`config.mk`:
```
export PLATFORM = sky130hd
export DESIGN_NAME = atlas_request_picker_top
export DESIGN_NICKNAME = d
export VERILOG_FILES = /design/src/sv/arp_pkg.sv /design/src/sv/atlas_request_picker_top.sv /design/src/sv/arp_challenger.sv
export SDC_FILE = /design/constraint.sdc
export NUM_CORES = 1
export LEC_CHECK = 0
export BUFFER_PORTS_ARGS = -buffer_cell sky130_fd_sc_hd__buf_2
export CAP_MARGIN = 20
export CORE_MARGIN = 2
export CORE_UTILIZATION = 53
export CTS_CLUSTER_SIZE = 30
export DETAILED_ROUTE_END_ITERATION = 10
export PLACE_DENSITY_LB_ADDON = 0.2
export SLEW_MARGIN = 0
export SYNTH_ARGS = -nofsm -noshare
export SYNTH_HDL_FRONTEND = slang
export SYNTH_SLANG_ARGS = --single-unit
```
`constraint.sdc`:
```
create_clock -name clk_i -period 6.8 [get_ports clk_i]
set_clock_uncertainty 0.05 [all_clocks]
set_input_delay 0 -clock clk_i [delete_from_list [all_inputs] [get_ports clk_i]]
set_output_delay 0 -clock clk_i [all_outputs]
set_load 0.05 [all_outputs]
```
`src/sv/arp_pkg.sv`:
```
// ----------------------------------------------------------------------------
// arp_pkg - shared types and constants of the ATLAS request picker
// Sizes of the request fields, the stream word layouts and the candidate
// record that is compared against the running best.
// ----------------------------------------------------------------------------
package arp_pkg;

  localparam int unsigned BufferDepth = 64;
  localparam int unsigned TimeBits    = 32;
  localparam int unsigned RankBits    = 8;
  localparam int unsigned ThrBits     = 32;
  localparam int unsigned IdxBits     = $clog2(BufferDepth);

  // age compare runs at the wider of the two
  localparam int unsigned AgeBits = (TimeBits > ThrBits) ? TimeBits : ThrBits;

  localparam logic [ThrBits-1:0] ThrReset = ThrBits'(100000);

  // slave tdata: decision_time | arrival_time | thread_rank, rounded to bytes
  localparam int unsigned SDataBits = ((2 * TimeBits + RankBits + 7) / 8) * 8;
  // master tdata: winner_index | winner_arrival, rounded to bytes
  localparam int unsigned MDataBits = ((IdxBits + TimeBits + 7) / 8) * 8;

  typedef struct packed {
    logic                starving;
    logic [RankBits-1:0] rank;
    logic                ready;
    logic [TimeBits-1:0] arrival;
  } cand_t;

endpackage

```
`src/sv/atlas_request_picker_top.sv`:
```
// ----------------------------------------------------------------------------
// atlas_request_picker_top - ATLAS-style DRAM request picker
// Folds a set of requests, one per beat, into a single winner and reports
// its index and arrival time on the last request of the set.
// ----------------------------------------------------------------------------
//
//  channel   dir  handshake              payload
//  s_axis    in   tvalid/tready          tdata, tuser = is_ready,
//                                        tlast = last_request
//  m_axis    out  tvalid/tready          tdata = winner_index, winner_arrival
//  cfg       in   cfg_we_i (no stall)    cfg_wdata_i = starvation_threshold
//
//  One request per cycle sustained unless a last request is stalled. A
//  request is held in the input register, then is folded into the running
//  best; the winner lands in the output register at the same edge that
//  folds the last request of a set. Only the last request of a set waits
//  on a full, stalled output register; other requests keep flowing. Reset
//  clears the set position, valids and restores the threshold to 100000.
//
module atlas_request_picker_top (
  input  logic                          clk_i,
  input  logic                          rst_ni,
  // configuration
  input  logic                          cfg_we_i,
  input  logic [arp_pkg::ThrBits-1:0]   cfg_wdata_i,
  // request stream
  input  logic                          s_axis_tvalid,
  output logic                          s_axis_tready,
  // [31:0] decision_time, [63:32] arrival_time, [71:64] thread_rank
  input  logic [arp_pkg::SDataBits-1:0] s_axis_tdata,
  // [0] is_ready
  input  logic                          s_axis_tuser,
  input  logic                          s_axis_tlast,
  // winner stream
  output logic                          m_axis_tvalid,
  input  logic                          m_axis_tready,
  // [5:0] winner_index, [37:6] winner_arrival, [39:38] zero
  output logic [arp_pkg::MDataBits-1:0] m_axis_tdata
);
  import arp_pkg::*;

  localparam logic [IdxBits-1:0] PosMax = IdxBits'(BufferDepth - 1);

  // threshold register
  logic [ThrBits-1:0] thr_q;

  // input register
  logic                 s1_valid_q, s1_valid_d;
  logic [SDataBits-1:0] s1_data_q;
  logic                 s1_ready_q;
  logic                 s1_last_q;

  // running best of the open set
  logic [TimeBits-1:0] held_q, held_d;
  logic [IdxBits-1:0]  pos_q, pos_d;
  logic [IdxBits-1:0]  best_idx_q, best_idx_d;
  cand_t               best_q, best_d;

  // output register
  logic                 m_valid_q, m_valid_d;
  logic [MDataBits-1:0] m_data_q, m_data_d;

  logic                s_accept;
  logic                out_free;
  logic                s1_go;
  logic                first;
  logic [TimeBits-1:0] now;
  cand_t               cand;
  logic                beats;
  logic                take;

  // decode the held request
  logic [TimeBits-1:0] s1_decision;
  logic [TimeBits-1:0] s1_arrival;
  logic [RankBits-1:0] s1_rank;

  assign s1_decision = s1_data_q[TimeBits-1:0];
  assign s1_arrival  = s1_data_q[2*TimeBits-1:TimeBits];
  assign s1_rank     = s1_data_q[2*TimeBits+RankBits-1:2*TimeBits];

  // handshake: the held request leaves unless it is a last one facing a full
  // output register
  assign out_free      = !m_valid_q || m_axis_tready;
  assign s1_go         = s1_valid_q && (!s1_last_q || out_free);
  assign s_axis_tready = !s1_valid_q || s1_go;
  assign s_accept      = s_axis_tvalid && s_axis_tready;

  // first request of a set latches its own decision time
  assign first = (pos_q == '0);
  assign now   = first ? s1_decision : held_q;

  arp_challenger u_challenger (
    .now_i     (now),
    .thr_i     (thr_q),
    .arrival_i (s1_arrival),
    .rank_i    (s1_rank),
    .ready_i   (s1_ready_q),
    .best_i    (best_q),
    .cand_o    (cand),
    .wins_o    (beats)
  );

  assign take = first || beats;

  always_comb begin
    s1_valid_d = s_accept || (s1_valid_q && !s1_go);
    held_d     = held_q;
    pos_d      = pos_q;
    best_idx_d = best_idx_q;
    best_d     = best_q;
    m_valid_d  = m_valid_q && !m_axis_tready;
    m_data_d   = m_data_q;
    if (s1_go) begin
      held_d = now;
      if (take) begin
        best_idx_d = pos_q;
        best_d     = cand;
      end
      if (s1_last_q) begin
        pos_d     = '0;
        m_valid_d = 1'b1;
        m_data_d  = MDataBits'({best_d.arrival, best_idx_d});
      end else if (pos_q != PosMax) begin
        pos_d = pos_q + 1'b1;
      end
    end
  end

  // control state
  always_ff @(posedge clk_i or negedge rst_ni) begin
    if (!rst_ni) begin
      thr_q      <= ThrReset;
      s1_valid_q <= 1'b0;
      m_valid_q  <= 1'b0;
      pos_q      <= '0;
      held_q     <= '0;
      best_idx_q <= '0;
      best_q     <= '0;
    end else begin
      if (cfg_we_i) begin
        thr_q <= cfg_wdata_i;
      end
      s1_valid_q <= s1_valid_d;
      m_valid_q  <= m_valid_d;
      pos_q      <= pos_d;
      held_q     <= held_d;
      best_idx_q <= best_idx_d;
      best_q     <= best_d;
    end
  end

  // payload registers
  always_ff @(posedge clk_i) begin
    if (s_accept) begin
      s1_data_q  <= s_axis_tdata;
      s1_ready_q <= s_axis_tuser;
      s1_last_q  <= s_axis_tlast;
    end
    m_data_q <= m_data_d;
  end

  assign m_axis_tvalid = m_valid_q;
  assign m_axis_tdata  = m_data_q;

  // the held request can only stall as a last request behind a blocked result
  a_stall_cause : assert property (@(posedge clk_i) disable iff (!rst_ni)
    s1_valid_q && !s_axis_tready |-> s1_last_q && m_valid_q && !m_axis_tready)
    else $error("request stage stalled without a blocked result");

  // a folded last request reopens the set
  a_set_reopen : assert property (@(posedge clk_i) disable iff (!rst_ni)
    s1_go && s1_last_q |=> pos_q == '0)
    else $error("position not cleared after last request");

  // a result only appears after a last request is folded
  a_result_origin : assert property (@(posedge clk_i) disable iff (!rst_ni)
    $rose(m_axis_tvalid) |-> $past(s1_go && s1_last_q))
    else $error("result without a last request");

endmodule

```
`src/sv/arp_challenger.sv`:
```
// ----------------------------------------------------------------------------
// arp_challenger - one fold step of the request picker
// Derives the starving flag of a request and decides whether it beats the
// incumbent best. Ties keep the incumbent.
// ----------------------------------------------------------------------------
module arp_challenger (
  input  logic [arp_pkg::TimeBits-1:0] now_i,
  input  logic [arp_pkg::ThrBits-1:0]  thr_i,
  input  logic [arp_pkg::TimeBits-1:0] arrival_i,
  input  logic [arp_pkg::RankBits-1:0] rank_i,
  input  logic                         ready_i,
  input  arp_pkg::cand_t               best_i,
  output arp_pkg::cand_t               cand_o,
  output logic                         wins_o
);
  import arp_pkg::*;

  logic [TimeBits-1:0] age;

  // age wraps modulo the time width
  assign age = now_i - arrival_i;

  always_comb begin
    cand_o.starving = AgeBits'(age) > AgeBits'(thr_i);
    cand_o.rank     = rank_i;
    cand_o.ready    = ready_i;
    cand_o.arrival  = arrival_i;
  end

  always_comb begin
    if (cand_o.starving != best_i.starving) begin
      wins_o = cand_o.starving;
    end else if (cand_o.rank != best_i.rank) begin
      wins_o = cand_o.rank < best_i.rank;
    end else if (cand_o.ready != best_i.ready) begin
      wins_o = cand_o.ready;
    end else begin
      wins_o = cand_o.arrival < best_i.arrival;
    end
  end

endmodule

```
==> results.py, run 1 <==
metrics = {
    "worst_setup_path": {
        "critPathCaptureType": "flop",
        "startpoint_type": "flop",
        "cpPeakStageDelay_ns": 0.44,
        "critPathTopFamily": "simple AND/OR/NAND/NOR gates",
        "worstPathArrival_ns": 6.76,
        "cp_common_cell": "ha_1",
        "critical_path.max_fanout": 15,
        "cp_slowest_cell": "dfrtp_1",
        "crit_required_ns": 7.02,
        "crit_type": "reg -> reg",
        "path_buf_inv": 4,
    },
    "synth": {
        "syn-instance-count": 1103,
        "synth_area_per_cell_sq_um": 11.1,
        "synth_cell_types": 63,
        "yosysSeqAreaShare_pct": 51.9,
        "yosys.area.top_type": "edfxtp_1",
        "synthArstFlopShare_pct": 51.7,
        "ys_warn_count": 0,
        "syn-cell-area_sq_um": 12300,
        "synth_top_area_share_pct": 27.4,
        "synth_edf_count": 112,
        "synth_area_leaders": "edfxtp_1, dfrtp_1, ha_1, mux2i_1, nand2_1",
        "ys_ff_latch": 232,
        "synthFlopType": "dfrtp_1",
    },
    "clock_tree": {
        "numCtsBuffers": 26,
        "cts_buffer_depth": 3,
        "path_clk_slew_ns": 0.06,
        "ctsRootBufferMaster": "clkbuf_16",
        "cts_tree": "built",
        "htreeDepth": 1,
        "cts.sinks": 232,
        "clk_latency_ns": 0.53,
    },
    "floorplanning": {
        "die-area_sq_um": 24400,
        "ioPinCount": 153,
        "dieHeight_microns": 156,
        "coreArea_sq_um": 22700,
        "rows": 55,
        "die_w_microns": 156,
        "start_util_pct": 54.1,
    },
    "drt": {
        "viasPerCell": 5.33,
        "dr.pass1.iters": 5,
        "final_antenna_net_count": 0,
        "dr.first_iter.drc_count": 654,
        "wl_microns": 28600,
        "detail_route.wl_per_cell_microns": 17.0,
        "vias": 8983,
        "drc_errors": 0,
    },
    "placed_design": {
        "port_buffers": 150,
        "dp_hpwl_microns": 19100,
        "numPlacedInstances": 1519,
        "gp_congestion": 0.877,
    },
    "power_and_ir_drop": {
        "worst_ir_drop_vdd_v": 0.000238,
        "p_leak_nw": 7.25,
        "power_density_nw_per_um2": 387,
    },
    "timing": {
        "whs_ns": 0.0354,
        "fin_crit_sh_pct": 96.2,
        "slew_viol_final": 0,
        "finalSetupTns_ns": 0,
        "fmax_mhz": 153,
        "hold_violations": 0,
        "min_period_ns": 6.54,
        "tightestPinTransition_ns": 1.10,
        "setup_viol": 0,
        "slew_headroom_pct": 26.9,
    },
    "min_path": {
        "hold_class": "in -> async",
    },
    "grt": {
        "antenna_found_initial": 0,
        "gr-total-overflow": 0,
        "first_global_vias": 8871,
        "grt_max_degree": 75,
        "track_usage_pct": 23.3,
        "grt_pass1_wl_microns": 44900,
    },
    "layout": {
        "drive_above_1_share_pct": 20.0,
        "fin_cells": 1686,
        "multi_input_area_sq_um": 5280,
        "fill_cells": 1694,
        "n_antenna_cell": 0,
        "fin_nets": 1597,
        "regArea_sq_um": 6370,
        "syn_to_final_growth_pct": 25.9,
    },
    "run_status": {
        "status": "finished clean",
    },
    "run": {
        "max-cap-violations": 0,
    },
}
-- power breakdown --
part | switching (mW) | leakage [nW] | internal, mW
sequential | 0.116 | 2.53 | 1.80
combinational | 1.47 | 4.29 | 1.16
clock | 0.550 | 0.435 | 0.901
total | 2.13 | 7.25 | 3.86
-- final cells by class --
type,count,share of cell area [%]
Tap cell,285,2.30
Inverter,119,2.89
Multi-Input combinational cell,718,34.1
Clock buffer,36,4.71
Sequential cell,232,41.2
Timing Repair Buffer,284,13.7
Clock inverter,12,1.07
-- cells in the mapped netlist, drive strengths merged, types with 19 or more instances --
library cell and instances:
a21o 19, a21oi 61, dfrtp 114, edfxtp 112, ha 104, inv 119
mux2 48, mux2i 64, nand2 162, nor2 33, o21ai 64, xnor2 22
-- state kept, by name, summed over array words and instances (netlist names) --
name and flops:
thr_q 32, m_axis_tvalid 1, pos_q 6, best_q 42, s1_last_q 1, s1_data_q 72
s1_valid_q 1, held_q 32, best_idx_q 6, m_axis_tdata 38, s1_ready_q 1
-- worst paths after layout --
path	from	endpoint	slack, ns	cells past startpoint
min in group clk_i	cfg_we_i	thr_q[5]	0.09	3
worst max register to register	pos_q[0]	m_axis_tdata[0]	0.26	26
worst min-delay path	rst_ni	best_q[3]	0.04	2
worst max-delay path	pos_q[0]	m_axis_tdata[0]	0.26	26
worst min register to register	held_q[30]	held_q[30]	0.42	2
max in group asynchronous	rst_ni	best_q[28]	5.35	3
-- cells by family (layout without fill, tap and decap cells) --
family	after synthesis	in the layout	share of synthesized area [%]
xor+xnor	27	27	1.92
other cells	1	2	0.0305
buf+inv	154	451	5.75
compound gates	199	199	10.0
mux	112	112	9.61
fa+ha+maj	106	106	10.8
simple gates	272	272	9.97
flops	232	232	51.9
-- layer usage --
layer / track usage [%] / wire (microns) / vias to the layer above
li1: - / - / 4446
met1: 31.9 / 13000 / 4277
met2: 39.2 / 13600 / 209
met3: 3.32 / 1290 / 51
met4: 6.38 / 775 / 0
met5: 0 / 0 / -
-- through the flow --
stage / instance area [sq um] / power [mW] / worst slack [ns] / utilization, %
2_1_floorplan: 12300 / 3.86 / 0.341 / -
3_3_place_gp: 13300 / 4.29 / 0.216 / 58.6
3_5_place_dp: 13300 / 4.36 / 0.0245 / 58.6
4_1_cts: 15300 / 5.89 / 0.0969 / 67.4
5_1_grt: 15500 / 6.41 / -0.0760 / 68.1
6_report: 15500 / 5.99 / 0.261 / 68.1
-- placed cells by master (no fill, tap or decap), types with 4 or more instances in the layout --
cell	netlist	routed
a211o_1	4	4
a211oi_1	5	4
a21o_1	19	19
a21oi_1	61	61
a22o_1	5	5
a31oi_1	6	4
and2_1	6	5
and3_1	7	6
buf_12	6	5
buf_2	4	149
buf_4	3	17
bufinv_16	0	4
clkbuf_1	18	7
clkbuf_16	0	28
dfrtp_1	114	114
dfstp_2	6	6
dlygate4sd3_1	0	110
edfxtp_1	112	112
ha_1	104	104
inv_1	119	119
mux2_2	45	45
mux2i_1	64	64
nand2_1	162	162
nand2b_1	16	16
nand3_1	14	14
nand4_1	15	15
nor2_1	32	32
nor3_1	4	4
o211ai_1	6	6
o21ai_0	61	59
o21bai_1	4	4
o31ai_1	5	4
xnor2_1	22	22
xor2_1	5	5
-- what timing repair did --
action	CTS	global route
pin swaps	0	8
setup endpoints to repair	3	81
cloned	0	1
endpoints found under the hold margin	163	0
setup buffers	0	8
gates resized for setup	1	12
hold buffers	110	0
Power figures use the tool's default switching activity.
==> run 2: changes to the inputs <==
--- a/config.mk
+++ b/config.mk
@@ -12,6 +12,7 @@
 export CTS_CLUSTER_SIZE = 30
 export DETAILED_ROUTE_END_ITERATION = 10
 export PLACE_DENSITY_LB_ADDON = 0.2
+export SETUP_SLACK_MARGIN = 0.5
 export SLEW_MARGIN = 0
 export SYNTH_ARGS = -nofsm -noshare
 export SYNTH_HDL_FRONTEND = slang
==> run 2 against run 1 <==
Net effect: die area did not move; fmax is 4.3% higher; combinational power up 21%; sequential power hardly changed; first-iteration DRC count up 11%; sequential share of layout area down 1.8 points; setup slack improved by 0.27 ns; largest cell class unchanged.
==> results.py, run 2 (same netlist as run 1, synthesis figures left out) <==
metrics = {
    "run_status": {
        "status": "finished clean",
    },
    "power_and_ir_drop": {
        "p_leak_nw": 7.53,
        "power_density_nw_per_um2": 394,
        "p_int_mw": 4.06,
        "p_comb_share_pct": 49.6,
        "switchingPower_mw": 2.32,
        "worst_ir_drop_vdd_v": 0.000213,
        "power.share.switching_pct": 36.3,
        "seqPwrFrac_pct": 30.1,
        "clock_power_share_pct": 20.3,
    },
    "clock_tree": {
        "cts.sinks": 232,
        "cts_tree": "built",
        "path_clk_slew_ns": 0.06,
        "cts_buffer_depth": 3,
        "clk_latency_ns": 0.53,
        "htreeDepth": 1,
        "numCtsBuffers": 25,
        "ctsRootBufferMaster": "clkbuf_16",
    },
    "floorplanning": {
        "start_util_pct": 54.1,
        "die-area_sq_um": 24400,
        "rows": 55,
        "dieHeight_microns": 156,
        "ioPinCount": 153,
        "die_w_microns": 156,
        "coreArea_sq_um": 22700,
    },
    "drt": {
        "final_antenna_net_count": 0,
        "wl_microns": 30900,
        "dr.pass1.iters": 5,
        "viasPerCell": 5.42,
        "dr.first_iter.drc_count": 725,
        "vias": 9318,
        "drc_errors": 0,
        "detail_route.wl_per_cell_microns": 18.0,
    },
    "worst_setup_path": {
        "path_buf_inv": 4,
        "crit_cells": 26,
        "startpoint": "pos_q[1]",
        "worstPathArrival_ns": 6.48,
        "cpPeakStageDelay_ns": 0.48,
        "reg2regPathDepth": 26,
        "r2r-end": "m_axis_tdata[1]",
        "r2r-start": "pos_q[1]",
        "crit_required_ns": 7.02,
        "startpoint_type": "flop",
        "r2r_slack_ns": 0.53,
        "crit_end": "m_axis_tdata[1]",
        "cp_slowest_cell": "o41a_1",
        "critPathTopFamily": "compound AO/OA/AOI/OAI gates",
        "critPathCaptureType": "flop",
        "crit_type": "reg -> reg",
        "critical_path.max_fanout": 7,
        "cp_common_cell": "buf_12",
    },
    "layout": {
        "largest_reg_flops": 72,
        "fin_nets": 1632,
        "drive_above_1_share_pct": 24.6,
        "top_register": "s1_data_q",
        "fill_cells": 1565,
        "syn_to_final_growth_pct": 31.6,
        "n_antenna_cell": 0,
        "layout_commonest_cell": "nand2_1",
        "final_cell_mix": "nand2_1, buf_2, inv_1",
    },
    "timing": {
        "setup_ws_ns": 0.533,
        "setup_viol": 0,
        "fin_crit_sh_pct": 92.2,
        "fmax_mhz": 160,
        "min_period_ns": 6.27,
        "slew_viol_final": 0,
        "hold_violations": 0,
        "tightestPinTransition_ns": 1.09,
        "rsz0062_at_grt": "true",
        "finalSetupTns_ns": 0,
        "slew_headroom_pct": 27.2,
    },
    "grt": {
        "grt_max_degree": 75,
        "first_global_vias": 9019,
        "antenna_found_initial": 0,
        "met2_usage_pct": 41.3,
        "grt_use_met1_pct": 33.9,
        "grt-busiest-layer": "met2",
        "grtUsageMet3_pct": 3.24,
        "gr-total-overflow": 0,
        "track_usage_pct": 24.4,
        "grt_pass1_wl_microns": 46800,
    },
    "min_path": {
        "hold_class": "in -> async",
    },
    "run": {
        "max-cap-violations": 0,
    },
    "placed_design": {
        "gp_congestion": 0.847,
        "dp_hpwl_microns": 19200,
        "port_buffers": 150,
        "dp_slack_ns": 0.0131,
    },
}
## run 2: cell types whose count changed in the layout (fill, tap and decap cells not counted), moves of 8 or more
| cell | change |
|---|---|
| mux2_4 | +18 |
| buf_4 | +17 |
| mux2_2 | -15 |
| buf_12 | +8 |
| ha_4 | +10 |
| ha_1 | -13 |
## run 2: worst min-delay path by stage
stage	start	endpoint	slack, ns
floorplan	rst_ni	best_idx_q[0]	-0.35
global placement	rst_ni	s1_valid_q	0.05
detailed placement	rst_ni	s1_valid_q	0.04
CTS	rst_ni	s1_valid_q	0.07
global route	rst_ni	s1_valid_q	0.12
finish	rst_ni	s1_valid_q	0.02
## run 2: cell type report
cell class / instances / area, sq um / area share (%)
clock buffers: 36 / 697 / 4.31
clock inverters: 9 / 71.3 / 0.441
inverters: 119 / 447 / 2.76
multi-input cells: 718 / 5600 / 34.6
flip-flops and latches: 232 / 6370 / 39.4
well taps: 285 / 357 / 2.20
repair buffers: 320 / 2630 / 16.3
## run 2: through the flow
stage               area [sq um]  total power [mW]  utilization, %  hold WS (ns)  instances
floorplan                  12300              3.86               -        -0.346       1104
global placement           13300              4.30            58.6        0.0483       1516
detailed placement         13300              4.36            58.6        0.0449       1516
CTS                        15500              5.91            68.1        0.0662       1685
global route               16200              6.77            71.2         0.117       1719
finish                     16200              6.38            71.2        0.0222       1719
## run 2: layer usage
| layer | wire (microns) | vias to the layer above |
|---|---|---|
| met5 | 0 | - |
| met4 | 737 | 0 |
| met3 | 1670 | 49 |
| met2 | 15000 | 288 |
| met1 | 13600 | 4482 |
| li1 | - | 4499 |
## run 2: repair_timing
item	in CTS	in global routing
buffers inserted	12	27
hold buffers	110	0
endpoints found under the setup margin	81	85
gates cloned	2	6
resized for setup	24	70
pin swaps	10	22
endpoints found under the hold margin	161	0
## run 2: power groups by stage
stage / combinational, mW / clock (mW) / sequential, mW
4_1_cts: 2.68 / 1.32 / 1.91
3_5_place_dp: 2.42 / 0 / 1.94
6_report: 3.16 / 1.30 / 1.92
5_1_grt: 3.45 / 1.37 / 1.95
3_3_place_gp: 2.37 / 0 / 1.93
2_1_floorplan: 1.83 / 0 / 2.03
